$ cat config.mk
export PLATFORM = sky130hd
export DESIGN_NAME = gps_coordinate_record_parser
export DESIGN_NICKNAME = d
export VERILOG_FILES = /design/src/gcrp_pkg.sv /design/src/gcrp_field_value.sv /design/src/gps_coordinate_record_parser.sv
export VERILOG_INCLUDE_DIRS = /design/src /design/src/src
export SDC_FILE = /design/constraint.sdc
export NUM_CORES = 1
export LEC_CHECK = 0
export ABC_AREA = 1
export BUFFER_PORTS_ARGS = -buffer_cell sky130_fd_sc_hd__buf_4
export CORE_MARGIN = 5
export CORE_UTILIZATION = 35
export DETAILED_ROUTE_END_ITERATION = 10
export GPL_TIMING_DRIVEN = 0
export PLACE_DENSITY = 0.52
export SYNTH_ARGS = -nofsm -noshare
export SYNTH_HDL_FRONTEND = slang
export SYNTH_HIERARCHICAL = 1
export SYNTH_SLANG_ARGS = --single-unit
$ cat constraint.sdc
create_clock -name clock -period 16.2 [get_ports clock]
set_input_delay 0.81 -clock clock [delete_from_list [all_inputs] [get_ports clock]]
set_output_delay 0.81 -clock clock [all_outputs]
set_load 0.03 [all_outputs]
$ cat src/gps_coordinate_record_parser_defines.svh
// assertion macros for the coordinate record parser
// used by the top level only, no other dependencies
`ifndef GPS_COORDINATE_RECORD_PARSER_DEFINES_SVH
`define GPS_COORDINATE_RECORD_PARSER_DEFINES_SVH

// same-cycle implication, disabled while in reset
`define GCRP_ASSERT_SAME(label, clk, rst, ante, cons, msg) \
   label: assert property (@(posedge clk) disable iff (rst) (ante) |-> (cons)) \
      else $error(msg);

// next-cycle implication, disabled while in reset
`define GCRP_ASSERT_NEXT(label, clk, rst, ante, cons, msg) \
   label: assert property (@(posedge clk) disable iff (rst) (ante) |=> (cons)) \
      else $error(msg);

`endif

$ cat src/gcrp_pkg.sv
// shared types, constants and helper functions of the coordinate record parser
// no dependencies
package gcrp_pkg;

   localparam int FIELD_LENGTH_DEFAULT = 16;
   localparam int FRAC_DIGITS_DEFAULT  = 6;

   localparam int VALUE_WIDTH     = 35;
   localparam int INT_ACC_WIDTH   = 40;
   localparam int CHAR_WIDTH      = 8;
   localparam int CSR_INDEX_WIDTH = 8;

   // register indexes
   localparam logic [CSR_INDEX_WIDTH-1:0] CSR_LAT_LOW  = 8'd0;
   localparam logic [CSR_INDEX_WIDTH-1:0] CSR_LAT_HIGH = 8'd1;
   localparam logic [CSR_INDEX_WIDTH-1:0] CSR_LON_LOW  = 8'd2;
   localparam logic [CSR_INDEX_WIDTH-1:0] CSR_LON_HIGH = 8'd3;

   localparam logic [VALUE_WIDTH-1:0] LAT_LOW_RESET  = 35'd0;
   localparam logic [VALUE_WIDTH-1:0] LAT_HIGH_RESET = 35'd9000000000;
   localparam logic [VALUE_WIDTH-1:0] LON_LOW_RESET  = 35'd0;
   localparam logic [VALUE_WIDTH-1:0] LON_HIGH_RESET = 35'd18000000000;

   // record characters
   localparam logic [CHAR_WIDTH-1:0] CHAR_NUL   = 8'h00;
   localparam logic [CHAR_WIDTH-1:0] CHAR_COMMA = 8'h2C;
   localparam logic [CHAR_WIDTH-1:0] CHAR_DOT   = 8'h2E;
   localparam logic [CHAR_WIDTH-1:0] CHAR_ZERO  = 8'h30;
   localparam logic [CHAR_WIDTH-1:0] CHAR_NINE  = 8'h39;
   localparam logic [CHAR_WIDTH-1:0] CHAR_N     = 8'h4E;
   localparam logic [CHAR_WIDTH-1:0] CHAR_S     = 8'h53;
   localparam logic [CHAR_WIDTH-1:0] CHAR_E     = 8'h45;
   localparam logic [CHAR_WIDTH-1:0] CHAR_W     = 8'h57;

   typedef enum logic [7:0] {
      PH_LAT_INT  = 8'b0000_0001,
      PH_LAT_FRAC = 8'b0000_0010,
      PH_LAT_DIR  = 8'b0000_0100,
      PH_LAT_GAP  = 8'b0000_1000,
      PH_LON_INT  = 8'b0001_0000,
      PH_LON_FRAC = 8'b0010_0000,
      PH_LON_DIR  = 8'b0100_0000,
      PH_DONE     = 8'b1000_0000
   } phase_type;

   // power of ten, for elaboration-time constants
   function automatic longint unsigned pow10(input int n);
      longint unsigned p;
      p = 64'd1;
      for (int i = 0; i < n; i++) begin
         p = p * 64'd10;
      end
      return p;
   endfunction

endpackage

$ cat src/gcrp_field_value.sv
// field value assembly and range check: integer part plus fraction, inclusive limits
// depends on gcrp_pkg
module gcrp_field_value #(
   parameter int FRAC_DIGITS = gcrp_pkg::FRAC_DIGITS_DEFAULT
) (
   input  logic                                   int_big,
   input  logic [gcrp_pkg::VALUE_WIDTH-1:0]       int_scaled,
   input  logic [$clog2(gcrp_pkg::pow10(FRAC_DIGITS))-1:0] frac_value,
   input  logic [gcrp_pkg::VALUE_WIDTH-1:0]       low_limit,
   input  logic [gcrp_pkg::VALUE_WIDTH-1:0]       high_limit,
   output logic [gcrp_pkg::VALUE_WIDTH-1:0]       value
);
   import gcrp_pkg::*;

   logic [VALUE_WIDTH:0] sum;
   logic                 in_range;

   // scaled integer is below 2^35 unless int_big, so the sum fits one extra bit
   assign sum      = {1'b0, int_scaled} + (VALUE_WIDTH + 1)'(frac_value);
   assign in_range = !int_big
                     && (sum >= {1'b0, low_limit})
                     && (sum <= {1'b0, high_limit});
   assign value    = in_range ? sum[VALUE_WIDTH-1:0] : '0;

endmodule

$ cat src/gps_coordinate_record_parser.sv
// top level of the coordinate record parser: input register, byte parser, result register
// depends on gcrp_pkg, gcrp_field_value and gps_coordinate_record_parser_defines.svh
`include "gps_coordinate_record_parser_defines.svh"

// Parses a "latitude,N|S,longitude,E|W" record one byte per beat and returns one
// result beat (both magnitudes and both direction flags) on the longitude direction
// byte. Rate: one byte per clock while the result channel keeps up, as the digit
// update (times ten plus digit weight, then a compare against 2^35) is combinational.
// A byte is captured in the input register when it is accepted and parsed from there;
// the parse of the direction byte loads the result beat into the result register.
// The result register frees the input side while the result channel keeps up: a
// byte can be taken in every cycle. While a finished result waits under a stall, the
// input register still takes one byte, then holds it and stalls the byte channel
// until the result beat is taken. Magnitudes are in units of 10^-FRAC_DIGITS;
// values outside the inclusive limit registers read as zero. A record_start beat
// restarts the parse but keeps flags and limits. The user must write the limit
// registers only while the block is idle; the block itself does not enforce this.
module gps_coordinate_record_parser #(
   parameter int FIELD_LENGTH = gcrp_pkg::FIELD_LENGTH_DEFAULT,
   parameter int FRAC_DIGITS  = gcrp_pkg::FRAC_DIGITS_DEFAULT
) (
   input  logic                                  clock,
   input  logic                                  reset,
   // byte channel
   input  logic                                  req_valid,
   output logic                                  req_stall,
   input  logic [gcrp_pkg::CHAR_WIDTH-1:0]       req_char_in,
   input  logic                                  req_record_start,
   // result channel
   output logic                                  rsp_valid,
   input  logic                                  rsp_stall,
   output logic [gcrp_pkg::VALUE_WIDTH-1:0]      rsp_lat_value,
   output logic                                  rsp_lat_south,
   output logic [gcrp_pkg::VALUE_WIDTH-1:0]      rsp_lon_value,
   output logic                                  rsp_lon_west,
   // limit register writes
   input  logic                                  csr_valid,
   output logic                                  csr_ready,
   input  logic [gcrp_pkg::CSR_INDEX_WIDTH-1:0]  csr_index,
   input  logic [gcrp_pkg::VALUE_WIDTH-1:0]      csr_wdata
);
   import gcrp_pkg::*;

   localparam int POS_WIDTH  = $clog2(FIELD_LENGTH + 1);
   localparam int CNT_WIDTH  = $clog2(FRAC_DIGITS + 1);
   localparam int FRAC_WIDTH = $clog2(pow10(FRAC_DIGITS));
   localparam longint unsigned INT_WEIGHT = pow10(FRAC_DIGITS);

   // limit registers
   logic [VALUE_WIDTH-1:0] lat_low_ff,  lat_high_ff,  lon_low_ff,  lon_high_ff;

   // input register
   logic                  in_valid_ff, in_valid_in;
   logic [CHAR_WIDTH-1:0] in_char_ff;
   logic                  in_start_ff;

   // parse state
   phase_type              phase_ff, phase_in;
   logic [POS_WIDTH-1:0]   field_pos_ff, field_pos_in;
   logic                   seen_ff, seen_in;
   logic                   invalid_ff, invalid_in;
   logic                   big_ff, big_in;
   logic [VALUE_WIDTH-1:0] scaled_ff, scaled_in;
   logic [FRAC_WIDTH-1:0]  frac_ff, frac_in;
   logic [CNT_WIDTH-1:0]   frac_cnt_ff, frac_cnt_in;
   logic [VALUE_WIDTH-1:0] held_ff, held_in;
   logic                   south_ff, south_in;
   logic                   west_ff, west_in;

   // result register
   logic                   rsp_valid_ff, rsp_valid_in;
   logic [VALUE_WIDTH-1:0] rsp_lat_value_ff, rsp_lon_value_ff;
   logic                   rsp_lat_south_ff, rsp_lon_west_ff;

   // handshake
   logic out_blocked, step_fire, req_accept, result_fire;

   // state after an optional restart
   phase_type              phase_cur;
   logic [POS_WIDTH-1:0]   pos_cur;
   logic                   seen_cur, invalid_cur, big_cur;
   logic [VALUE_WIDTH-1:0] scaled_cur;
   logic [FRAC_WIDTH-1:0]  frac_cur;
   logic [CNT_WIDTH-1:0]   cnt_cur;

   // number byte results
   phase_type              nb_phase;
   logic                   nb_seen, nb_invalid, nb_big;
   logic [VALUE_WIDTH-1:0] nb_scaled;
   logic [FRAC_WIDTH-1:0]  nb_frac;
   logic [CNT_WIDTH-1:0]   nb_cnt;

   logic                     is_digit, frac_phase, field_end;
   logic [3:0]               digit, int_digit, frac_digit;
   logic [INT_ACC_WIDTH-1:0] int_wide, int_sum;
   logic [FRAC_WIDTH+3:0]    frac_sum;
   logic [FRAC_WIDTH-1:0]    frac_weight [FRAC_DIGITS+1];

   logic [VALUE_WIDTH-1:0] sel_low, sel_high, field_val;

   // ------------------------------------------------------------------
   // handshake: the input register drains whenever the result slot can take a beat
   // ------------------------------------------------------------------
   assign out_blocked = rsp_valid_ff && rsp_stall;
   assign step_fire   = in_valid_ff && !out_blocked;
   assign req_stall   = in_valid_ff && out_blocked;
   assign req_accept  = req_valid && !req_stall;
   assign csr_ready   = 1'b1;

   always_comb begin
      if (req_accept) begin
         in_valid_in = 1'b1;
      end else if (step_fire) begin
         in_valid_in = 1'b0;
      end else begin
         in_valid_in = in_valid_ff;
      end
   end

   // ------------------------------------------------------------------
   // fraction digit weights: 10^(FRAC_DIGITS-1-k) for digit k, zero past the end
   // ------------------------------------------------------------------
   for (genvar i = 0; i <= FRAC_DIGITS; i++) begin : g_weight
      if (i < FRAC_DIGITS) begin : g_used
         assign frac_weight[i] = FRAC_WIDTH'(pow10(FRAC_DIGITS - 1 - i));
      end else begin : g_end
         assign frac_weight[i] = '0;
      end
   end

   // ------------------------------------------------------------------
   // restart on record_start
   // ------------------------------------------------------------------
   always_comb begin
      if (in_start_ff) begin
         phase_cur   = PH_LAT_INT;
         pos_cur     = '0;
         seen_cur    = 1'b0;
         invalid_cur = 1'b0;
         big_cur     = 1'b0;
         scaled_cur  = '0;
         frac_cur    = '0;
         cnt_cur     = '0;
      end else begin
         phase_cur   = phase_ff;
         pos_cur     = field_pos_ff;
         seen_cur    = seen_ff;
         invalid_cur = invalid_ff;
         big_cur     = big_ff;
         scaled_cur  = scaled_ff;
         frac_cur    = frac_ff;
         cnt_cur     = frac_cnt_ff;
      end
   end

   // ------------------------------------------------------------------
   // one number byte: integer digit (times ten plus weight) or fraction digit
   // ------------------------------------------------------------------
   assign is_digit   = (in_char_ff >= CHAR_ZERO) && (in_char_ff <= CHAR_NINE);
   assign digit      = 4'(in_char_ff - CHAR_ZERO);
   assign int_digit  = (is_digit && !invalid_cur) ? digit : 4'd0;
   assign frac_digit = is_digit ? digit : 4'd0;
   assign frac_phase = (phase_cur == PH_LAT_FRAC) || (phase_cur == PH_LON_FRAC);
   assign field_end  = (pos_cur >= POS_WIDTH'(FIELD_LENGTH)) || (in_char_ff == CHAR_COMMA);

   // scaled integer is int * 10^FRAC_DIGITS; beyond 2^35 it can never pass a limit
   assign int_wide = INT_ACC_WIDTH'(scaled_cur);
   assign int_sum  = (int_wide << 3) + (int_wide << 1)
                     + INT_ACC_WIDTH'(int_digit) * INT_ACC_WIDTH'(INT_WEIGHT);
   assign frac_sum = (FRAC_WIDTH + 4)'(frac_cur)
                     + (FRAC_WIDTH + 4)'(frac_digit) * (FRAC_WIDTH + 4)'(frac_weight[cnt_cur]);

   always_comb begin
      nb_phase   = phase_cur;
      nb_seen    = seen_cur;
      nb_invalid = invalid_cur;
      nb_big     = big_cur;
      nb_scaled  = scaled_cur;
      nb_frac    = frac_cur;
      nb_cnt     = cnt_cur;
      if (!frac_phase) begin
         if (!seen_cur && (in_char_ff == CHAR_NUL)) begin
            // leading nul skipped, still counts toward the field length
         end else if (in_char_ff == CHAR_DOT) begin
            nb_seen  = 1'b1;
            nb_phase = (phase_cur == PH_LAT_INT) ? PH_LAT_FRAC : PH_LON_FRAC;
         end else begin
            nb_seen = 1'b1;
            if (!is_digit) begin
               nb_invalid = 1'b1;
            end
            if (!big_cur) begin
               if (int_sum[INT_ACC_WIDTH-1:VALUE_WIDTH] != '0) begin
                  nb_big = 1'b1;
               end else begin
                  nb_scaled = int_sum[VALUE_WIDTH-1:0];
               end
            end
         end
      end else begin
         if (in_char_ff == CHAR_NUL) begin
            // nul closes the fraction
            nb_cnt = CNT_WIDTH'(FRAC_DIGITS);
         end else if (cnt_cur < CNT_WIDTH'(FRAC_DIGITS)) begin
            nb_frac = frac_sum[FRAC_WIDTH-1:0];
            nb_cnt  = cnt_cur + CNT_WIDTH'(1);
         end
      end
   end

   // ------------------------------------------------------------------
   // field value, shared by the latitude separator and the longitude direction byte
   // ------------------------------------------------------------------
   assign sel_low  = (phase_cur == PH_LON_DIR) ? lon_low_ff  : lat_low_ff;
   assign sel_high = (phase_cur == PH_LON_DIR) ? lon_high_ff : lat_high_ff;

   gcrp_field_value #(
      .FRAC_DIGITS (FRAC_DIGITS)
   ) u_field_value (
      .int_big    (big_cur),
      .int_scaled (scaled_cur),
      .frac_value (frac_cur),
      .low_limit  (sel_low),
      .high_limit (sel_high),
      .value      (field_val)
   );

   // ------------------------------------------------------------------
   // record sequencer
   // ------------------------------------------------------------------
   always_comb begin
      phase_in     = phase_ff;
      field_pos_in = field_pos_ff;
      seen_in      = seen_ff;
      invalid_in   = invalid_ff;
      big_in       = big_ff;
      scaled_in    = scaled_ff;
      frac_in      = frac_ff;
      frac_cnt_in  = frac_cnt_ff;
      held_in      = held_ff;
      south_in     = south_ff;
      west_in      = west_ff;
      result_fire  = 1'b0;
      if (step_fire) begin
         phase_in     = phase_cur;
         field_pos_in = pos_cur;
         seen_in      = seen_cur;
         invalid_in   = invalid_cur;
         big_in       = big_cur;
         scaled_in    = scaled_cur;
         frac_in      = frac_cur;
         frac_cnt_in  = cnt_cur;
         unique case (phase_cur) inside
            PH_LAT_INT, PH_LAT_FRAC: begin
               if (field_end) begin
                  held_in      = field_val;
                  phase_in     = PH_LAT_DIR;
                  field_pos_in = '0;
                  seen_in      = 1'b0;
                  invalid_in   = 1'b0;
                  big_in       = 1'b0;
                  scaled_in    = '0;
                  frac_in      = '0;
                  frac_cnt_in  = '0;
               end else begin
                  phase_in     = nb_phase;
                  field_pos_in = pos_cur + POS_WIDTH'(1);
                  seen_in      = nb_seen;
                  invalid_in   = nb_invalid;
                  big_in       = nb_big;
                  scaled_in    = nb_scaled;
                  frac_in      = nb_frac;
                  frac_cnt_in  = nb_cnt;
               end
            end
            PH_LAT_DIR: begin
               if (in_char_ff == CHAR_N) begin
                  south_in = 1'b0;
               end else if (in_char_ff == CHAR_S) begin
                  south_in = 1'b1;
               end
               phase_in = PH_LAT_GAP;
            end
            PH_LAT_GAP: begin
               // byte after the latitude direction is dropped
               phase_in = PH_LON_INT;
            end
            PH_LON_INT, PH_LON_FRAC: begin
               if (field_end) begin
                  // longitude field kept as is until the direction byte
                  phase_in = PH_LON_DIR;
               end else begin
                  phase_in     = nb_phase;
                  field_pos_in = pos_cur + POS_WIDTH'(1);
                  seen_in      = nb_seen;
                  invalid_in   = nb_invalid;
                  big_in       = nb_big;
                  scaled_in    = nb_scaled;
                  frac_in      = nb_frac;
                  frac_cnt_in  = nb_cnt;
               end
            end
            PH_LON_DIR: begin
               if (in_char_ff == CHAR_E) begin
                  west_in = 1'b0;
               end else if (in_char_ff == CHAR_W) begin
                  west_in = 1'b1;
               end
               result_fire = 1'b1;
               phase_in    = PH_DONE;
            end
            PH_DONE: begin
               // idle until the next record_start
            end
            default: begin
            end
         endcase
      end
   end

   always_comb begin
      if (result_fire) begin
         rsp_valid_in = 1'b1;
      end else if (rsp_stall) begin
         rsp_valid_in = rsp_valid_ff;
      end else begin
         rsp_valid_in = 1'b0;
      end
   end

   // ------------------------------------------------------------------
   // registers
   // ------------------------------------------------------------------
   always_ff @(posedge clock) begin
      if (reset) begin
         in_valid_ff  <= 1'b0;
         rsp_valid_ff <= 1'b0;
         phase_ff     <= PH_LAT_INT;
         field_pos_ff <= '0;
         seen_ff      <= 1'b0;
         invalid_ff   <= 1'b0;
         big_ff       <= 1'b0;
         scaled_ff    <= '0;
         frac_ff      <= '0;
         frac_cnt_ff  <= '0;
         held_ff      <= '0;
         south_ff     <= 1'b0;
         west_ff      <= 1'b0;
      end else begin
         in_valid_ff  <= in_valid_in;
         rsp_valid_ff <= rsp_valid_in;
         phase_ff     <= phase_in;
         field_pos_ff <= field_pos_in;
         seen_ff      <= seen_in;
         invalid_ff   <= invalid_in;
         big_ff       <= big_in;
         scaled_ff    <= scaled_in;
         frac_ff      <= frac_in;
         frac_cnt_ff  <= frac_cnt_in;
         held_ff      <= held_in;
         south_ff     <= south_in;
         west_ff      <= west_in;
      end
   end

   // limit registers, unknown indexes ignored
   always_ff @(posedge clock) begin
      if (reset) begin
         lat_low_ff  <= LAT_LOW_RESET;
         lat_high_ff <= LAT_HIGH_RESET;
         lon_low_ff  <= LON_LOW_RESET;
         lon_high_ff <= LON_HIGH_RESET;
      end else if (csr_valid && csr_ready) begin
         unique case (csr_index)
            CSR_LAT_LOW:  lat_low_ff  <= csr_wdata;
            CSR_LAT_HIGH: lat_high_ff <= csr_wdata;
            CSR_LON_LOW:  lon_low_ff  <= csr_wdata;
            CSR_LON_HIGH: lon_high_ff <= csr_wdata;
            default: begin
            end
         endcase
      end
   end

   // payload, no reset
   always_ff @(posedge clock) begin
      if (req_accept) begin
         in_char_ff  <= req_char_in;
         in_start_ff <= req_record_start;
      end
      if (result_fire) begin
         rsp_lat_value_ff <= held_ff;
         rsp_lat_south_ff <= south_ff;
         rsp_lon_value_ff <= field_val;
         rsp_lon_west_ff  <= west_in;
      end
   end

   assign rsp_valid     = rsp_valid_ff;
   assign rsp_lat_value = rsp_lat_value_ff;
   assign rsp_lat_south = rsp_lat_south_ff;
   assign rsp_lon_value = rsp_lon_value_ff;
   assign rsp_lon_west  = rsp_lon_west_ff;

   // ------------------------------------------------------------------
   // assertions
   // ------------------------------------------------------------------
   `GCRP_ASSERT_NEXT(a_result_loaded, clock, reset, result_fire, rsp_valid_ff, "result beat lost")
   `GCRP_ASSERT_NEXT(a_input_held, clock, reset, in_valid_ff && !step_fire, in_valid_ff && $stable(in_char_ff), "held byte overwritten")
   `GCRP_ASSERT_SAME(a_pos_bound, clock, reset, 1'b1, field_pos_ff <= POS_WIDTH'(FIELD_LENGTH), "field position past length")
   `GCRP_ASSERT_SAME(a_frac_bound, clock, reset, 1'b1, frac_cnt_ff <= CNT_WIDTH'(FRAC_DIGITS), "too many fraction digits")

endmodule
==> results of run 1 <==
worst max path at each step:
stage,start,to,slack (ps),cells after the start
after CTS,in_char_ff[7],scaled_ff[26],8000,41
after global placement,in_char_ff[7],scaled_ff[26],8040,41
after detailed placement,in_char_ff[7],scaled_ff[26],8000,41
after global routing,in_char_ff[2],scaled_ff[26],7250,40
final,in_char_ff[7],scaled_ff[26],8020,41
after floorplan,in_char_ff[7],scaled_ff[26],9840,41
flip-flops by register name (all words and copies together), names as in the netlist, 3 cells and up:
signal	flops
lon_low_ff	35
lat_high_ff	35
phase_ff	8
lon_high_ff	35
frac_ff	20
in_char_ff	8
lat_low_ff	35
held_ff	35
frac_cnt_ff	3
rsp_lon_value	35
rsp_lat_value	35
field_pos_ff	5
scaled_ff	35
final cells by class:
type                            instances  area (um^2)
Timing Repair Buffer                  131         1020
Multi-Input combinational cell       2381        14000
Clock inverter                          9          199
Clock buffer                           58         1140
Inverter                              524         1970
Buffer                                129          562
Sequential cell                       334         7500
Tap cell                              882         1100
Fill cell                            7228        40900
critical path: cells and delay by family, from the launching register on:
kind	cells	cell delay, ps
AO/OA/AOI/OAI	5	800
AND/OR/NAND/NOR	21	3450
XOR/XNOR	1	340
flip-flops	1	380
adder cells (fa/ha/maj)	5	2060
buffers and inverters	9	1030
cells in the mapped netlist, types with 2 or more instances:
master / instances / area, um^2
nand2_2: 14 / 87.6
nand2_1: 765 / 2870
inv_1: 505 / 1900
buf_1: 9 / 33.8
nor4_1: 8 / 50.1
fa_1: 58 / 1160
a221oi_1: 3 / 26.3
buf_2: 11 / 55.1
xor2_1: 49 / 429
o21ai_0: 215 / 1080
edfxtp_1: 81 / 2430
nor3_1: 25 / 125
a31oi_1: 24 / 150
a21oi_1: 272 / 1360
a21oi_2: 8 / 70.1
or2_2: 5 / 31.3
xnor2_1: 25 / 219
nand2_4: 6 / 67.6
nor2_2: 29 / 181
o21bai_1: 9 / 67.6
o221ai_1: 2 / 17.5
o2111ai_1: 3 / 26.3
nand3_1: 78 / 390
and3_1: 6 / 37.5
buf_6: 5 / 56.3
ha_1: 198 / 2480
nand4_1: 23 / 144
clkbuf_1: 99 / 372
buf_4: 4 / 30.0
o21ai_1: 16 / 80.1
nor3_2: 4 / 40.0
nand3_2: 5 / 50.1
o31ai_1: 4 / 30.0
a21boi_0: 2 / 15.0
o211ai_1: 49 / 368
a21o_1: 8 / 60.1
o22ai_1: 5 / 31.3
nor2_1: 356 / 1340
dfxtp_1: 253 / 5060
o21a_1: 2 / 15.0
inv_2: 17 / 63.8
a211oi_1: 77 / 578
nor2_4: 11 / 124
power by group:
part | switching [mW] | internal, mW
Clock | 0.362 | 0.566
Combinational | 0.240 | 0.104
Sequential | 0.00716 | 0.866
Total | 0.609 | 1.54
routing by layer:
layer  up-vias  wire length [um]
met3        76              4850
met1     10500             39500
met4         0              1460
met5         -                 0
li1      11300                 -
met2       624             36200
layout by cell type, fill, tap and decap left out, types with 77 or more instances in the layout:
cell	count
edfxtp_1	81
dfxtp_1	253
nand2_1	765
inv_1	505
buf_4	133
ha_1	198
a211oi_1	77
nand3_1	78
nor2_1	355
clkbuf_1	109
o21ai_0	215
a21oi_1	272
kinds of logic (layout without fill, tap and decap cells):
kind of cell,count (synthesis),in the layout,share of synthesized area [%]
flip-flops,334,334,31.2
other,1,1,0.0156
XOR/XNOR,74,74,2.70
AO/OA/AOI/OAI,708,708,17.0
AND/OR/NAND/NOR,1342,1342,23.4
adder cells (fa/ha/maj),256,256,15.2
buffers and inverters,653,851,10.5
through the flow:
step | instance area [um^2] | util, % | setup WS, ps
finish | 27500 | 40.2 | 8020
global route | 27500 | 40.2 | 7250
CTS | 27500 | 40.2 | 8000
detailed placement | 26100 | 38.2 | 8000
global placement | 26100 | 38.2 | 8040
floorplan | 24000 | - | 9840
==> results.yml, run 1 <==
outcome:
  status: "completed"
min_path:
  holdPathStages: 0
  hp-start: "held_ff[28]"
  min_to: "rsp_lat_value[28]"
  hold_path.class: "reg2reg"
logic_synthesis:
  synth_ff_type: "dfxtp_1"
  synthCells: 3368
  synth.cell_area_um2: 24000
  ys_seq_area_share_pct: 31.2
  synth_nets: 3681
  yosysWarnings: 6
  ys_seq_elements: 334
  avgSynthCellArea_um2: 7.13
  synth_edf_count: 81
  ys_async_sr_fraction_pct: 0
  synth_cell_type_count: 63
floorplanning:
  dieWidth_um: 272
  core-area_um2: 68300
  initial_core_util_pct: 35.1
  num_rows: 96
  die_y_um: 272
  ios: 132
  die_area_um2: 73900
sta:
  fin_hold_ws_ps: 423
  rsz0062_at_grt: "no"
  slew_violations: 0
  clock_skew_ps: 23.6
  finalSetupViolCount: 0
  tightest_slew_ps: 1430
  max-slew-margin-rel_pct: 3.65
  period_share_pct: 50.5
  hold_viol: 0
  timing.fmax_ghz: 0.122
  setup_tns_ps: 0
  period_needed_ps: 8180
grt:
  antenna_found_initial: 1
  grt_util_met1_pct: 31.2
  grt-busiest-layer: "met2"
  use_met3_pct: 2.33
  grt_usage_pct: 21.5
  grt_pass1_wl_um: 127000
  grt_use_met2_pct: 34.7
  grt_max_degree: 36
  grt_overflow: 0
  grt_pass1_vias: 21600
placement:
  dpl.hpwl_um: 65800
  io_buffers: 129
  dp_cells: 4381
  gp_congestion: 0.928
worst_setup_path:
  critPathMaxStageDelay_ps: 630
  r2r_slack_ps: 8020
  crit_arrival_ps: 8620
  worstPathRequired_ps: 16650
  rr_startpoint: "in_char_ff[7]"
  path_class: "reg2reg"
  critPathLaunchType: "flip-flop"
  end_kind: "flip-flop"
  cp_max_fo: 10
  worstRegToRegCells: 41
  slowest_stage: "nor2_1"
  timing.rr.end: "scaled_ff[26]"
  critical_path.most_common_cell: "nand2_1"
clocking:
  root_buffer: "clkbuf_16"
  post_cts_resize_count: 0
  cts_setup_buffers: 0
  clk_pin_slew_ps: 60
  ctsLongestPathBuffers: 3
  ctsHoldBuffers: 0
  clk_latency_ps: 570
  clock-sinks: 334
  numCtsBuffers: 38
  cts_tree: "built"
  ctsHtreeMaxLevel: 2
pwr:
  vdd_ir_drop_max_mv: 0.0561
  power_mw: 2.14
  power_density_nw_per_um2: 78.1
  p_leak_nw: 13.3
drt:
  firstDrtPassIters: 7
  via_per_inst: 5.05
  routedWlPerCell_um: 18.4
  finalWirelength_um: 82000
  drcViolationCount: 0
  vias: 22500
  drt_iter0_drc: 1865
  ant_nets: 0
cells_and_area:
  fin_nets: 3852
  drive_gt1_share_pct: 8.86
  stdcell_count: 4448
  area_delta_synth_final_pct: 14.4
  diodes: 0
flow_run:
  drv_cap: 0
No activity file was read; power rests on OpenSTA's default activity.
==> run 2, diff against run 1 <==
ABC_AREA = 0   (was 1)
PLACE_DENSITY = 0.54   (was 0.52)
clock period = 7 ns   (was 16.2 ns; I/O delays follow)
==> run 2 against run 1 <==
Setup slack got worse by 7800 ps. Largest cell class unchanged. Final area fell by 5.0%. Die area fell by 8.4%. Wire length fell by 6.9%. Clock power rose by 130%. Count of clock-buffer cells in the layout did not move. Area after synthesis fell by 8.7%. Global-route usage rose by 0.17 points. Utilization rose by 2.0 points. Maximum frequency rose by 21%. Critical path depth fell by 12.
==> results.yml, run 2 <==
sta:
  fin_hold_ws_ps: 27.1
  period_share_pct: 96.7
  tightest_slew_ps: 1300
  period_needed_ps: 6770
  rsz0062_at_grt: "yes"
  clock_skew_ps: 37.7
  finalSetupViolCount: 0
  timing.fmax_ghz: 0.148
  max-slew-margin-rel_pct: 13.0
  slew_violations: 0
  hold_viol: 0
placement:
  dpl.hpwl_um: 59400
  postPlaceCellArea_um2: 23900
  io_buffers: 128
  gp_congestion: 0.946
  dp_cells: 3548
logic_synthesis:
  synthCells: 2583
  synth_nets: 2896
  synth_edf_count: 81
  netlist_top_cells_count: "nand2_1 (488), a21oi_1 (290), dfxtp_1 (253), inv_1 (212), ha_1 (198)"
  synth_cell_type_count: 92
  synth_most_common_cell: "nand2_1"
  synth_top_area_share_pct: 23.1
  avgSynthCellArea_um2: 8.49
  yosys-top-cells-area: "dfxtp_1 (23%), ha_1 (11%), edfxtp_1 (11%), nand2_1 (8.4%), a21oi_1 (6.6%)"
  synth.cell_area_um2: 21900
  synth_largest_area_cell: "dfxtp_1"
  ys_seq_area_share_pct: 34.2
  ys_seq_elements: 334
  synth_ff_type: "dfxtp_1"
  ys_async_sr_fraction_pct: 0
  yosysWarnings: 6
grt:
  grt_overflow: 0
  grt_max_degree: 73
  antenna_found_initial: 1
  grt_usage_pct: 21.7
  grt_pass1_vias: 19200
  grt_pass1_wl_um: 115000
drt:
  via_per_inst: 5.38
  finalWirelength_um: 76300
  vias: 19800
  routedWlPerCell_um: 20.8
  firstDrtPassIters: 8
  drcViolationCount: 0
  drt_iter0_drc: 1746
  ant_nets: 0
clocking:
  clock-sinks: 334
  ctsLongestPathBuffers: 3
  cts_tree: "built"
  root_buffer: "clkbuf_16"
  clk_latency_ps: 590
  numCtsBuffers: 41
  ctsHtreeMaxLevel: 2
  clk_pin_slew_ps: 60
worst_setup_path:
  crit_end: "scaled_ff[15]"
  rr_startpoint: "in_char_ff[7]"
  end_kind: "flip-flop"
  worstRegToRegCells: 29
  crit_start: "in_char_ff[7]"
  crit_arrival_ps: 7220
  timing.rr.end: "scaled_ff[15]"
  critPathLaunchType: "flip-flop"
  critPathMaxStageDelay_ps: 540
  cp_max_fo: 6
  worstPathRequired_ps: 7450
  path_class: "reg2reg"
  r2r_slack_ps: 230
  slowest_stage: "fa_1"
floorplanning:
  num_rows: 91
  core-area_um2: 61800
  die_area_um2: 67700
  die_y_um: 260
  initial_core_util_pct: 35.5
  dieWidth_um: 260
  ios: 132
cells_and_area:
  area_delta_synth_final_pct: 19.1
  fin_nets: 3119
  final_common_cell: "nand2_1"
  drive_gt1_share_pct: 14.6
  final_cell_mix: "nand2_1 (483), a21oi_1 (285), dfxtp_1 (253)"
  finalInstanceArea_um2: 26100
  stdcell_count: 3676
outcome:
  status: "completed"
pwr:
  p_leak_nw: 11.4
  power_density_nw_per_um2: 169
  vdd_ir_drop_max_mv: 0.126
min_path:
  hold_path.class: "in2reg"
flow_run:
  drv_cap: 0
run 2: cells by family after synthesis:
group           Yosys count  synth area share [%]
compound gates          587                  16.9
xor+xnor                 83                  3.44
fa+ha+maj               256                  16.6
buf+inv                 330                  5.93
flops                   334                  34.2
mux                      72                  3.69
other cells               1                0.0171
simple gates            920                  19.2
run 2: critical path: cells and delay by family, from the launching register on:
kind	cells	cell delay, ps
adders and majority gates	5	1810
AOI/OAI and AO/OA	9	1680
and+or+nand+nor	6	1360
buffers and inverters	5	610
xor gates and xnor gates	3	470
DFF	1	420
muxes	1	280
run 2: metal layers:
layer / global-route usage, % / wire, um / up-vias
li1: - / - / 9397
met1: 30.9 / 35200 / 9549
met2: 34.1 / 33300 / 686
met3: 3.43 / 5350 / 142
met4: 6.37 / 2450 / 0
met5: 0 / 0 / -
run 2: worst min-delay path by stage:
stage	slack [ps]	endpoint	start	cells after the start
after CTS	1	lon_high_ff[23]	csr_wdata[23]	3
final	30	lon_high_ff[23]	csr_wdata[23]	3
after floorplan	410	rsp_lat_value[0]	held_ff[0]	0
after global routing	10	lon_high_ff[23]	csr_wdata[23]	3
after detailed placement	420	rsp_lat_value[29]	held_ff[29]	0
after global placement	410	rsp_lat_value[29]	held_ff[29]	0
run 2: report_power, final:
group,leakage [nW],internal (mW),switching [mW]
logic,7.93,0.114,0.209
registers,2.85,1.98,0.00827
clock network,0.642,1.20,0.891
total,11.4,3.29,1.11
run 2: stage by stage:
step / setup TNS [ps] / power (mW) / worst slack [ps] / utilization, %
after global routing: -696 / 4.54 / -57.6 / 42.2
after CTS: 0 / 4.42 / 7.94 / 41.8
after detailed placement: -137810 / 2.30 / -1710 / 38.7
after floorplan: 0 / 2.18 / 46.7 / -
after global placement: -135880 / 2.30 / -1590 / 38.7
final: 0 / 4.40 / 231 / 42.2
run 2: what timing repair did:
| action | CTS | global route |
|---|---|---|
| resized for setup | 56 | 33 |
| pin swaps | 22 | 32 |
| hold endpoints to repair | 11 | 0 |
| gates cloned | 0 | 1 |
| endpoints found under the setup margin | 113 | 103 |
| setup buffers | 30 | 17 |
| hold buffers | 11 | 0 |
run 2: final cells by class:
type / count / area, um^2
clock buffers: 58 / 1190
fillers: 6144 / 35700
multi-input cells: 1919 / 13400
repair buffers: 187 / 1490
flip-flops and latches: 334 / 7500
inverters: 213 / 812
well taps: 837 / 1050
clock inverters: 17 / 131
diodes: 1 / 2.50
plain buffers: 110 / 495
